File: src/sv/icmp_erc_pkg.sv
package icmp_erc_pkg;

	// packet layout
	localparam int MAX_PACKET_BYTES_DEF = 2048;
	localparam int TIMESTAMP_BYTES = 16;
	localparam int ICMP_HDR_LEN = 8;
	localparam logic [7:0] FILL_BYTE = 8'hA5;
	localparam int ICMP_BYTES_MAX = 2047;

	// field widths
	localparam int ID_W = 16;
	localparam int SEQ_W = 16;
	localparam int LEN_W = 11;
	localparam int STATUS_W = 3;
	localparam int CFG_ADDR_W = 2;
	localparam int CFG_DATA_W = 16;

	// register indexes
	localparam logic [CFG_ADDR_W-1:0] CFG_EXP_ID = 2'd0;
	localparam logic [CFG_ADDR_W-1:0] CFG_EXP_SEQ = 2'd1;
	localparam logic [CFG_ADDR_W-1:0] CFG_ECHO_LEN = 2'd2;

	// register reset values
	localparam logic [ID_W-1:0] EXP_ID_RST = 16'd0;
	localparam logic [SEQ_W-1:0] EXP_SEQ_RST = 16'd1;
	localparam logic [LEN_W-1:0] ECHO_LEN_RST = 11'd64;

	// status codes
	localparam logic [STATUS_W-1:0] ST_OK = 3'd0;
	localparam logic [STATUS_W-1:0] ST_BAD_ID = 3'd1;
	localparam logic [STATUS_W-1:0] ST_SHORT = 3'd2;
	localparam logic [STATUS_W-1:0] ST_NOT_REPLY = 3'd3;
	localparam logic [STATUS_W-1:0] ST_BAD_SEQ = 3'd4;
	localparam logic [STATUS_W-1:0] ST_BAD_FILL = 3'd5;

	typedef struct packed {
		logic [ID_W-1:0] expected_identifier;
		logic [SEQ_W-1:0] expected_sequence;
		logic [LEN_W-1:0] echo_length;
	} cfg_t;

	typedef struct packed {
		logic [STATUS_W-1:0] status;
		logic [7:0] ttl_value;
		logic [LEN_W-1:0] icmp_bytes;
	} result_t;

endpackage

File: src/sv/icmp_erc_core.sv
module icmp_erc_core #(
	parameter int MAX_PACKET_BYTES = icmp_erc_pkg::MAX_PACKET_BYTES_DEF
) (
	input logic clk,
	input logic arst_n,
	input logic fire,
	input logic [7:0] data_byte,
	input logic last_byte,
	input icmp_erc_pkg::cfg_t cfg,
	output icmp_erc_pkg::result_t result
);
	import icmp_erc_pkg::*;

	localparam int IDX_W = $clog2(MAX_PACKET_BYTES);
	localparam int CW = (IDX_W + 2 > 12) ? IDX_W + 2 : 12;
	localparam logic [IDX_W-1:0] IDX_LAST = IDX_W'(MAX_PACKET_BYTES - 1);

	logic [IDX_W-1:0] idx_q;
	logic [5:0] hdr_q;
	logic [7:0] ttl_q;
	logic [7:0] type_q;
	logic [ID_W-1:0] id_q;
	logic [SEQ_W-1:0] seq_q;
	logic bad_q;

	logic [5:0] hdr_nx;
	logic [7:0] ttl_nx;
	logic [7:0] type_nx;
	logic [ID_W-1:0] id_nx;
	logic [SEQ_W-1:0] seq_nx;
	logic bad_nx;

	logic [CW-1:0] pos_w;
	logic [CW-1:0] h_w;
	logic [CW-1:0] count_w;
	logic [CW-1:0] icmp_raw;

	assign pos_w = CW'(idx_q);
	assign hdr_nx = (idx_q == '0) ? {data_byte[3:0], 2'b00} : hdr_q;
	assign h_w = CW'(hdr_nx);
	assign ttl_nx = (pos_w == CW'(8)) ? data_byte : ttl_q;

	// icmp header capture, then fill check past the timestamp
	always_comb begin
		type_nx = type_q;
		id_nx = id_q;
		seq_nx = seq_q;
		bad_nx = bad_q;
		if (pos_w == h_w) begin
			type_nx = data_byte;
		end else if (pos_w == h_w + CW'(4)) begin
			id_nx = {data_byte, id_q[7:0]};
		end else if (pos_w == h_w + CW'(5)) begin
			id_nx = {id_q[15:8], data_byte};
		end else if (pos_w == h_w + CW'(6)) begin
			seq_nx = {data_byte, seq_q[7:0]};
		end else if (pos_w == h_w + CW'(7)) begin
			seq_nx = {seq_q[15:8], data_byte};
		end else if (pos_w >= h_w + CW'(ICMP_HDR_LEN + TIMESTAMP_BYTES)
				&& data_byte != FILL_BYTE) begin
			bad_nx = 1'b1;
		end
	end

	assign count_w = pos_w + CW'(1);
	assign icmp_raw = (count_w > h_w) ? count_w - h_w : '0;

	always_comb begin
		result.ttl_value = ttl_nx;
		result.icmp_bytes = (icmp_raw > CW'(ICMP_BYTES_MAX)) ? LEN_W'(ICMP_BYTES_MAX)
			: icmp_raw[LEN_W-1:0];
		if (id_nx != cfg.expected_identifier) begin
			result.status = ST_BAD_ID;
		end else if (count_w < CW'(cfg.echo_length) + h_w) begin
			result.status = ST_SHORT;
		end else if (type_nx != 8'd0) begin
			result.status = ST_NOT_REPLY;
		end else if (seq_nx != cfg.expected_sequence) begin
			result.status = ST_BAD_SEQ;
		end else if (bad_nx) begin
			result.status = ST_BAD_FILL;
		end else begin
			result.status = ST_OK;
		end
	end

	always_ff @(posedge clk or negedge arst_n) begin
		if (!arst_n) begin
			idx_q <= '0;
			hdr_q <= '0;
			ttl_q <= '0;
			type_q <= '0;
			id_q <= '0;
			seq_q <= '0;
			bad_q <= 1'b0;
		end else if (fire) begin
			if (last_byte) begin
				idx_q <= '0;
				hdr_q <= '0;
				ttl_q <= '0;
				type_q <= '0;
				id_q <= '0;
				seq_q <= '0;
				bad_q <= 1'b0;
			end else begin
				if (idx_q != IDX_LAST) begin
					idx_q <= idx_q + IDX_W'(1);
				end
				hdr_q <= hdr_nx;
				ttl_q <= ttl_nx;
				type_q <= type_nx;
				id_q <= id_nx;
				seq_q <= seq_nx;
				bad_q <= bad_nx;
			end
		end
	end

endmodule

File: config.mk
export PLATFORM = sky130hd
export DESIGN_NAME = icmp_erc_core
export DESIGN_NICKNAME = d
export VERILOG_FILES = /design/src/sv/icmp_erc_pkg.sv /design/src/sv/icmp_erc_core.sv
export SDC_FILE = /design/constraint.sdc
export NUM_CORES = 1
export LEC_CHECK = 0
export BUFFER_PORTS_ARGS = -buffer_cell sky130_fd_sc_hd__buf_2
export CAP_MARGIN = 20
export CELL_PAD_IN_SITES_DETAIL_PLACEMENT = 1
export CELL_PAD_IN_SITES_GLOBAL_PLACEMENT = 2
export CORE_MARGIN = 8
export CORE_UTILIZATION = 35
export DETAILED_ROUTE_END_ITERATION = 12
export GPL_TIMING_DRIVEN = 0
export PLACE_DENSITY = 0.84
export SLEW_MARGIN = 20
export SYNTH_ARGS = -nofsm -noshare
export SYNTH_HDL_FRONTEND = slang
export SYNTH_SLANG_ARGS = --single-unit
File: constraint.sdc
create_clock -name clk -period 7.46 [get_ports clk]
set_input_delay 1.119 -clock clk [delete_from_list [all_inputs] [get_ports clk]]
set_output_delay 1.119 -clock clk [all_outputs]
set_load 0.01 [all_outputs]
==> results of run 1 <==
-- registers in the layout, summed over array words and instances (netlist names) --
signal / cells
bad_q: 1
hdr_q: 6
id_q: 16
idx_q: 11
seq_q: 16
ttl_q: 8
type_q: 8
-- critical path, cell delays in order (launching register included) --
cell and delay, ns:
dfrtp_2 0.44, inv_1 0.12, ha_2 0.22, or4b_4 0.52, or4_4 0.50, buf_6 0.15, buf_4 0.18, and2_1 0.17
clkbuf_1 0.17, ha_1 0.29, o21ai_0 0.27, mux2i_1 0.14, mux2i_1 0.17, a21oi_1 0.11, or4_4 0.56, clkbuf_1 0.26
mux2i_1 0.18, a22oi_1 0.23, nand3_1 0.12, nor4_2 0.47, a21bo_2 0.30, buf_2 0.14
-- power groups by stage --
stage	clock, uW	sequential [uW]	combinational [uW]
after floorplan	0	386	299
after global placement	0	390	426
after detailed placement	0	391	444
after CTS	428	385	454
after global routing	446	385	514
final	423	384	470
-- metal layers --
layer / track usage, % / vias up / routed length [um]
met5: 0 / - / 0
met4: 6.56 / 0 / 454
met3: 3.02 / 33 / 807
met2: 35.8 / 132 / 10900
met1: 24.8 / 2897 / 9570
li1: - / 2781 / -
-- cells by family (layout without fill, tap and decap cells) --
logic type | count (synthesis) | count (layout)
adders and majority gates | 38 | 38
muxes | 24 | 24
DFF | 66 | 66
and+or+nand+nor | 238 | 238
AOI/OAI and AO/OA | 200 | 200
buffers and inverters | 94 | 185
xor gates and xnor gates | 78 | 78
-- per-stage QoR --
stage / hold WS, ns / cell area [um^2] / worst slack, ns / instances / util (%)
detailed placement: 0.473 / 6510 / -0.667 / 1028 / 39.5
CTS: 0.485 / 6830 / 0.00979 / 1044 / 41.5
global placement: 0.467 / 6480 / -0.450 / 1027 / 39.4
finish: 0.478 / 6930 / 0.276 / 1049 / 42.1
global route: 0.509 / 6930 / -0.0133 / 1049 / 42.1
floorplan: 0.450 / 5860 / 1.30 / 738 / -
-- worst paths after layout --
path | to | slack [ns]
setup / recovery | result[19] | 0.28
setup reg to reg | seq_q[2]$_DFFE_PN0P_ | 2.27
max in group asynchronous | idx_q[1]$_DFFE_PN0P_ | 6.21
hold / removal | id_q[14]$_DFFE_PN0P_ | 0.48
min in group asynchronous | hdr_q[1]$_DFFE_PN0P_ | 0.69
hold reg to reg | id_q[14]$_DFFE_PN0P_ | 0.48
-- final cells by class --
class | instances | share of cell area [%]
clock buffers | 12 | 3.56
flip-flops and latches | 66 | 23.9
clock inverters | 3 | 0.578
repair buffers | 76 | 6.24
multi-input cells | 578 | 56.4
well taps | 220 | 3.97
plain buffers | 33 | 2.11
inverters | 61 | 3.30
-- what timing repair did --
item	in CTS	in global routing
gates resized for setup	9	11
setup endpoints to repair	3	3
pin swaps	1	4
setup buffers	1	5
-- cell usage in the layout (no fill, tap or decap), types with 4 or more instances in the layout --
cell / n
nor2b_1: 11
or3_1: 4
nor2_1: 33
nor3_1: 11
buf_4: 7
inv_1: 59
dfrtp_1: 64
ha_1: 30
o21a_1: 5
nor4_1: 13
mux2_2: 5
a21oi_1: 37
clkbuf_1: 29
o21ai_1: 6
maj3_1: 7
a32o_1: 4
clkbuf_16: 9
o21ai_0: 87
xor2_1: 30
and3_1: 8
nand2b_1: 13
mux2i_1: 14
nand2_1: 95
buf_2: 70
nand4_1: 9
o22ai_1: 12
nand3_1: 17
a31oi_1: 4
xnor2_1: 47
==> results by group, run 1 <==
STA
  • Clock Skew: a little over 0.005 ns
  • Slew Limit Headroom: ~46%
  • Final setup TNS: 0 ns
  • Slew Viols, Final: 0
  • Final hold violation count: 0
  • Least-Margin Pin Slew: 0.817 ns
  • Max frequency: approximately 0.14 GHz
  • Final critical-path share of the clock period: a little over nine tenths
  • Min Tclk post-route: approximately 7.2 ns
  • Count of final setup violators: 0

GRT
  • Pin count of the biggest net entering global routing: 45
  • First-pass GRT wire length: ~35 mm
  • Initial antenna violation count: 0
  • GRT Overall Usage: 20.3%
  • Total global routing overflow: 0
  • Vias in the first global route: around 6400

Synthesis
  • Syn Nets: about 800
  • Count of cell types in the netlist: 66
  • Synth warn: 0
  • Synth Register Bits: 66
  • Leading area contributor after synthesis: dfrtp_1
  • Sequential share of the synthesized area: about 28%
  • Most common library cells after synthesis: 95 x nand2_1, 89 x o21ai_0, 66 x dfrtp_1
  • Area fraction of the dominant cell type after synthesis: between 20% and 30%
  • Post-Syn Area: 5860 um^2
  • Synth Instances: 738
  • Synth Area in Compound Gates: about a fifth
  • Async S/R FF share, synth: between 90% and 100%
  • Main area contributors after synthesis: dfrtp_1 28%, o21ai_0 7.6%, xnor2_1 7.2%
  • EDFF count, synth: 0
  • Fraction of the mapped netlist area in adder cells: roughly 7.8%
  • Largest family of logic cells by synthesized area: compound AO/OA/AOI/OAI gates
  • Post-Synth XOR/XNOR Area: about an eighth
  • Avg Cell Area, Syn: 7.94 um^2
  • Post-synthesis mux area share: 4.59%
  • Top_reg_cell synth: dfrtp_1
  • Most common cell in the netlist: nand2_1
  • Synth Area in Simple Gates: between 20% and 30%

Floorplanning
  • Die H: 145 um
  • Core footprint: about 16000 um^2
  • FP Rows: between 40 and 50
  • Die area: 21100 um^2
  • Die Span X: 145 um
  • Io pins: 77
  • Starting Density: 35.6%

Pwr
  • Int Power: 819 uW
  • Sw Share: between 30% and 40%
  • Power Total: 1280 uW
  • Combinational power share: between 30% and 40%
  • Switching Power: between 400 and 500 uW
  • Clock power share: between 30% and 40%
  • Sequential group share of total power: 30.1%
  • P_leak: 0.00311 uW
  • Power Density: 184 nW/um^2
  • Peak supply drop: approximately 100 uV

Hold path
  • Hold Path Cell Cnt: 2
  • Worst hold path class: reg -> reg
  • Hold wc startpoint: id_q[14]$_DFFE_PN0P_

Worst setup path
  • CP arrival: around 6.1 ns
  • Worst Setup End Kind: output pin
  • Setup Crit Path Kind: reg -> out
  • Worst Path Required: roughly 6.3 ns
  • Critical Path Start Type: register
  • Crit path max fanout: 10
  • Reg2reg start: idx_q[1]$_DFFE_PN0P_
  • Worst Setup SP: idx_q[1]$_DFFE_PN0P_
  • Cells on worst reg2reg path: 18

Layout
  • Layout cells sized above 1: between 15 and 20%
  • Reg area: about 1700 um^2
  • Nets@finish: 911
  • Multi-input gate area: ~3900 um^2
  • Area grow syn2layout: 18.3%
  • Antenna cells: 0
  • Filler Cells Inserted: about 2000

CTS
  • H-tree Lvls: 3
  • Clock transition at path regs: 0.06 ns
  • CTS tree: done
  • Total CTS buffers: 9
  • CTS Hold Buffers Added: 0
  • CTS max path bufs: 2
  • Clock latency on the worst-skew pair: ~0.33 ns
  • Num Clock Sinks: 66
  • Clk root buf: clkbuf_16

Detailed routing
  • DRT Wirelength: 21.8 mm
  • DRT iter0 DRCs: about 340
  • Via density: ~5.6
  • Post-route ant nets: 0
  • Wire per inst: between 20 and 25 um
  • DRC: 0
  • DRT Pass-1 Iters: 5
  • Total number of vias: slightly below 6000

Place
  • I/O Buffers: 69
  • Placer Congestion: around 0.86
  • Detail Placement HPWL: ~17 mm

Run
  • Max-cap violation count: 0

Status
  • Status: completed
Power figures use the tool's default switching activity.
==> inputs of run 2 (changes only) <==
--- a/config.mk
+++ b/config.mk
@@ -9,12 +9,11 @@
 export CAP_MARGIN = 20
 export CELL_PAD_IN_SITES_DETAIL_PLACEMENT = 1
 export CELL_PAD_IN_SITES_GLOBAL_PLACEMENT = 2
-export CORE_MARGIN = 8
+export CORE_MARGIN = 2
 export CORE_UTILIZATION = 35
 export DETAILED_ROUTE_END_ITERATION = 12
 export GPL_TIMING_DRIVEN = 0
 export PLACE_DENSITY = 0.84
-export SLEW_MARGIN = 20
 export SYNTH_ARGS = -nofsm -noshare
 export SYNTH_HDL_FRONTEND = slang
 export SYNTH_SLANG_ARGS = --single-unit
==> run 2 against run 1 <==
Routed wire length decreased by 1.5%; die area is 16% lower; register-to-register slack improved by 0.09 ns; clock power increased by 20%; via count rose by 0.80%; fmax is 0.13% lower; clock skew up 0.0042 ns; non-clock buffer count decreased by 1.
==> results by group, run 2 (synthesis results as in run 1) <==
Worst setup path
  • Largest stage delay, worst path: 0.53 ns (-0.03 ns)
  • Crit-path leading delay family: simple AND/OR/NAND/NOR gates
  • Crit-path most repeated cell: inv_2
  • Cells on worst reg2reg path: 22 (+4)
  • Critical Path Start Type: register
  • Setup Crit Path Kind: reg -> out
  • Crit path max fanout: 10 (unchanged)
  • Worst Path Required: 6.34 ns (about the same)
  • WP depth: 21 (unchanged)
  • CP arrival: 6.07 ns (about the same)
  • Cell breakdown of the critical path: inv_2 > ha_2 > or4b_4 > or4_4 > buf_6 > buf_4 > and2_1 > clkbuf_1 > inv_2 > ha_1 > a21oi_1 > mux2i_1 > xnor2_1 > o2111ai_1 > nor4_2 > and3_4 > mux2_4 > a22o_1 > or3_1 > o2111a_1 > buf_2
  • CP max-delay cell: nor4_2
  • CP bufs+invs: 6 (unchanged)
  • Worst Setup End Kind: output pin

Hold path
  • Hold Path Cell Cnt: 2 (unchanged)
  • Worst hold path class: reg -> reg

Floorplanning
  • Io pins: 77 (unchanged)
  • Die H: 133 um (-8.3%)
  • Die Span X: 133 um (-8.3%)
  • FP Rows: 47 (unchanged)
  • Die area: 17800 um^2 (-16%)
  • Core footprint: 16500 um^2 (unchanged)
  • Starting Density: 35.6% (unchanged)

Pwr
  • Peak supply drop: 104 uV (+3.7%)
  • P_leak: 0.00312 uW (+0.26%)
  • Power Density: 195 nW/um^2 (+5.8%)

GRT
  • Vias in the first global route: 6301 (-1.2%)
  • Pin count of the biggest net entering global routing: 67 (+49%)
  • Total global routing overflow: 0 (unchanged)
  • Initial antenna violation count: 0 (unchanged)
  • First-pass GRT wire length: 34.3 mm (-1.0%)
  • GRT Overall Usage: 24.7% (+4.4 points)

Detailed routing
  • DRC: 0 (unchanged)
  • DRT iter0 DRCs: 268 (-21%)
  • Via density: 5.61 (+0.80%)
  • DRT Pass-1 Iters: 4 (-1)
  • DRT Wirelength: 21.4 mm (-1.5%)
  • Total number of vias: 5890 (+0.80%)
  • Wire per inst: 20.4 um (-1.5%)
  • Post-route ant nets: 0 (unchanged)

STA
  • Final setup TNS: 0 ns (unchanged)
  • Min Tclk post-route: 7.19 ns (+0.00920 ns)
  • Count of final setup violators: 0 (unchanged)
  • Final critical-path share of the clock period: 96.4% (+0.12 points)
  • Slew Viols, Final: 0 (unchanged)
  • RSZ-0062 raised after global routing: false
  • Clock Skew: 0.00929 ns (+0.00418 ns)
  • Least-Margin Pin Slew: 0.903 ns (+0.0859 ns)
  • Slew Limit Headroom: 39.8% (-5.7 points)
  • Final hold violation count: 0 (unchanged)
  • Max frequency: 0.139 GHz (-0.13%)

Place
  • Placed inst area: 6480 um^2 (-0.42%)
  • Detail Placement HPWL: 16.3 mm (-2.4%)
  • I/O Buffers: 69 (unchanged)
  • Placer Congestion: 0.864 (+0.68%)

Run
  • Max-cap violation count: 0 (unchanged)

Layout
  • Most common cell after layout, fill and taps aside: nand2_1
  • Layout cells sized above 1: 16.0% (+0.48 points)
  • Nets@finish: 910 (-0.11%)
  • Antenna cells: 0 (unchanged)
  • Area grow syn2layout: 18.9%
  • Commonest non-fill, non-tap cells in the layout: 95 x nand2_1, 86 x o21ai_0, 70 x buf_2
  • Largest regs: id_q: 16 flops, seq_q: 16 flops, idx_q: 11 flops
  • Final instance area: 6970 um^2 (+0.49%)

CTS
  • H-tree Lvls: 3 (unchanged)
  • CTS tree: done
  • Total CTS buffers: 9 (unchanged)
  • CTS max path bufs: 2 (unchanged)
  • Clock transition at path regs: 0.06 ns (about the same)
  • Clk root buf: clkbuf_16
  • Num Clock Sinks: 66 (unchanged)
  • Clock latency on the worst-skew pair: 0.35 ns (+0.02 ns)
  • CTS Hold Buffers Added: 0 (unchanged)

Status
  • Status: completed
[run 2: changes by cell type in the layout (fill, tap and decap cells not counted), moves of 2 or more]
| cell | change |
|---|---|
| clkbuf_1 | -2 |
| clkinv_2 | -2 |
| bufinv_16 | +2 |
| clkinvlp_4 | +2 |
[run 2: routing by layer]
layer | vias up | part of all wire [%] | track usage (%)
met5 | - | 0 | 0
met4 | 0 | 2.1 | 7.98
met3 | 30 | 3.8 | 3.01
met2 | 117 | 50 | 43.8
met1 | 2957 | 44 | 31.2
li1 | 2786 | - | -
[run 2: through the flow]
stage | util, % | setup slack [ns] | power, uW | instances | hold slack [ns]
final | 42.3 | 0.266 | 1360 | 1049 | 0.488
after CTS | 41.9 | 0.0477 | 1350 | 1046 | 0.491
after detailed placement | 39.4 | -0.514 | 834 | 1027 | 0.479
after global routing | 42.3 | 0.00298 | 1430 | 1049 | 0.519
after global placement | 39.4 | -0.429 | 815 | 1027 | 0.465
after floorplan | - | 1.30 | 685 | 738 | 0.450
[run 2: where the power goes]
group	internal, uW	switching, uW
clock	336	173
sequential	371	13.0
combinational	180	286
[run 2: worst register-to-register path: stages, from the launching register on]
cell	delay (ns)
dfrtp_2	0.47
inv_2	0.10
ha_2	0.20
or4b_4	0.52
or4_4	0.50
buf_6	0.15
buf_4	0.19
a21boi_2	0.30
inv_1	0.11
ha_1	0.23
clkbuf_1	0.21
xnor2_1	0.21
xnor2_1	0.13
mux2i_1	0.11
nor3b_1	0.16
a31oi_1	0.30
a311oi_4	0.09
buf_12	0.16
buf_4	0.13
or3_1	0.38
nor3_1	0.15
nor2_1	0.10
a21oi_1	0.12
[run 2: final timing paths]
kind                                        from               endpoint  slack, ns
min in group asynchronous                 arst_n   hdr_q[1]$_DFFE_PN0P_       0.88
min reg2reg                type_q[1]$_DFFE_PN0P_  type_q[1]$_DFFE_PN0P_       0.49
max                         idx_q[1]$_DFFE_PN0P_             result[21]       0.27
min                        type_q[1]$_DFFE_PN0P_  type_q[1]$_DFFE_PN0P_       0.49
max reg2reg                 idx_q[1]$_DFFE_PN0P_      bad_q$_DFFE_PN0P_       2.36
max in group asynchronous                 arst_n   idx_q[0]$_DFFE_PN0P_       5.90
[run 2: what timing repair did]
item,CTS,global route
endpoints found under the hold margin,0,0
resized for setup,9,14
endpoints found under the setup margin,3,3
gates cloned,0,0
setup buffers,3,2
pin swaps,1,3
[run 2: area by class of cell]
| cell class | instances | area (um^2) |
|---|---|---|
| Clock inverter | 6 | 114 |
| Buffer | 33 | 146 |
| Clock buffer | 10 | 239 |
| Tap cell | 220 | 275 |
| Sequential cell | 66 | 1650 |
| Multi-Input combinational cell | 578 | 3900 |
| Inverter | 61 | 229 |
| Timing Repair Buffer | 75 | 405 |
| Fill cell | 2055 | 9500 |
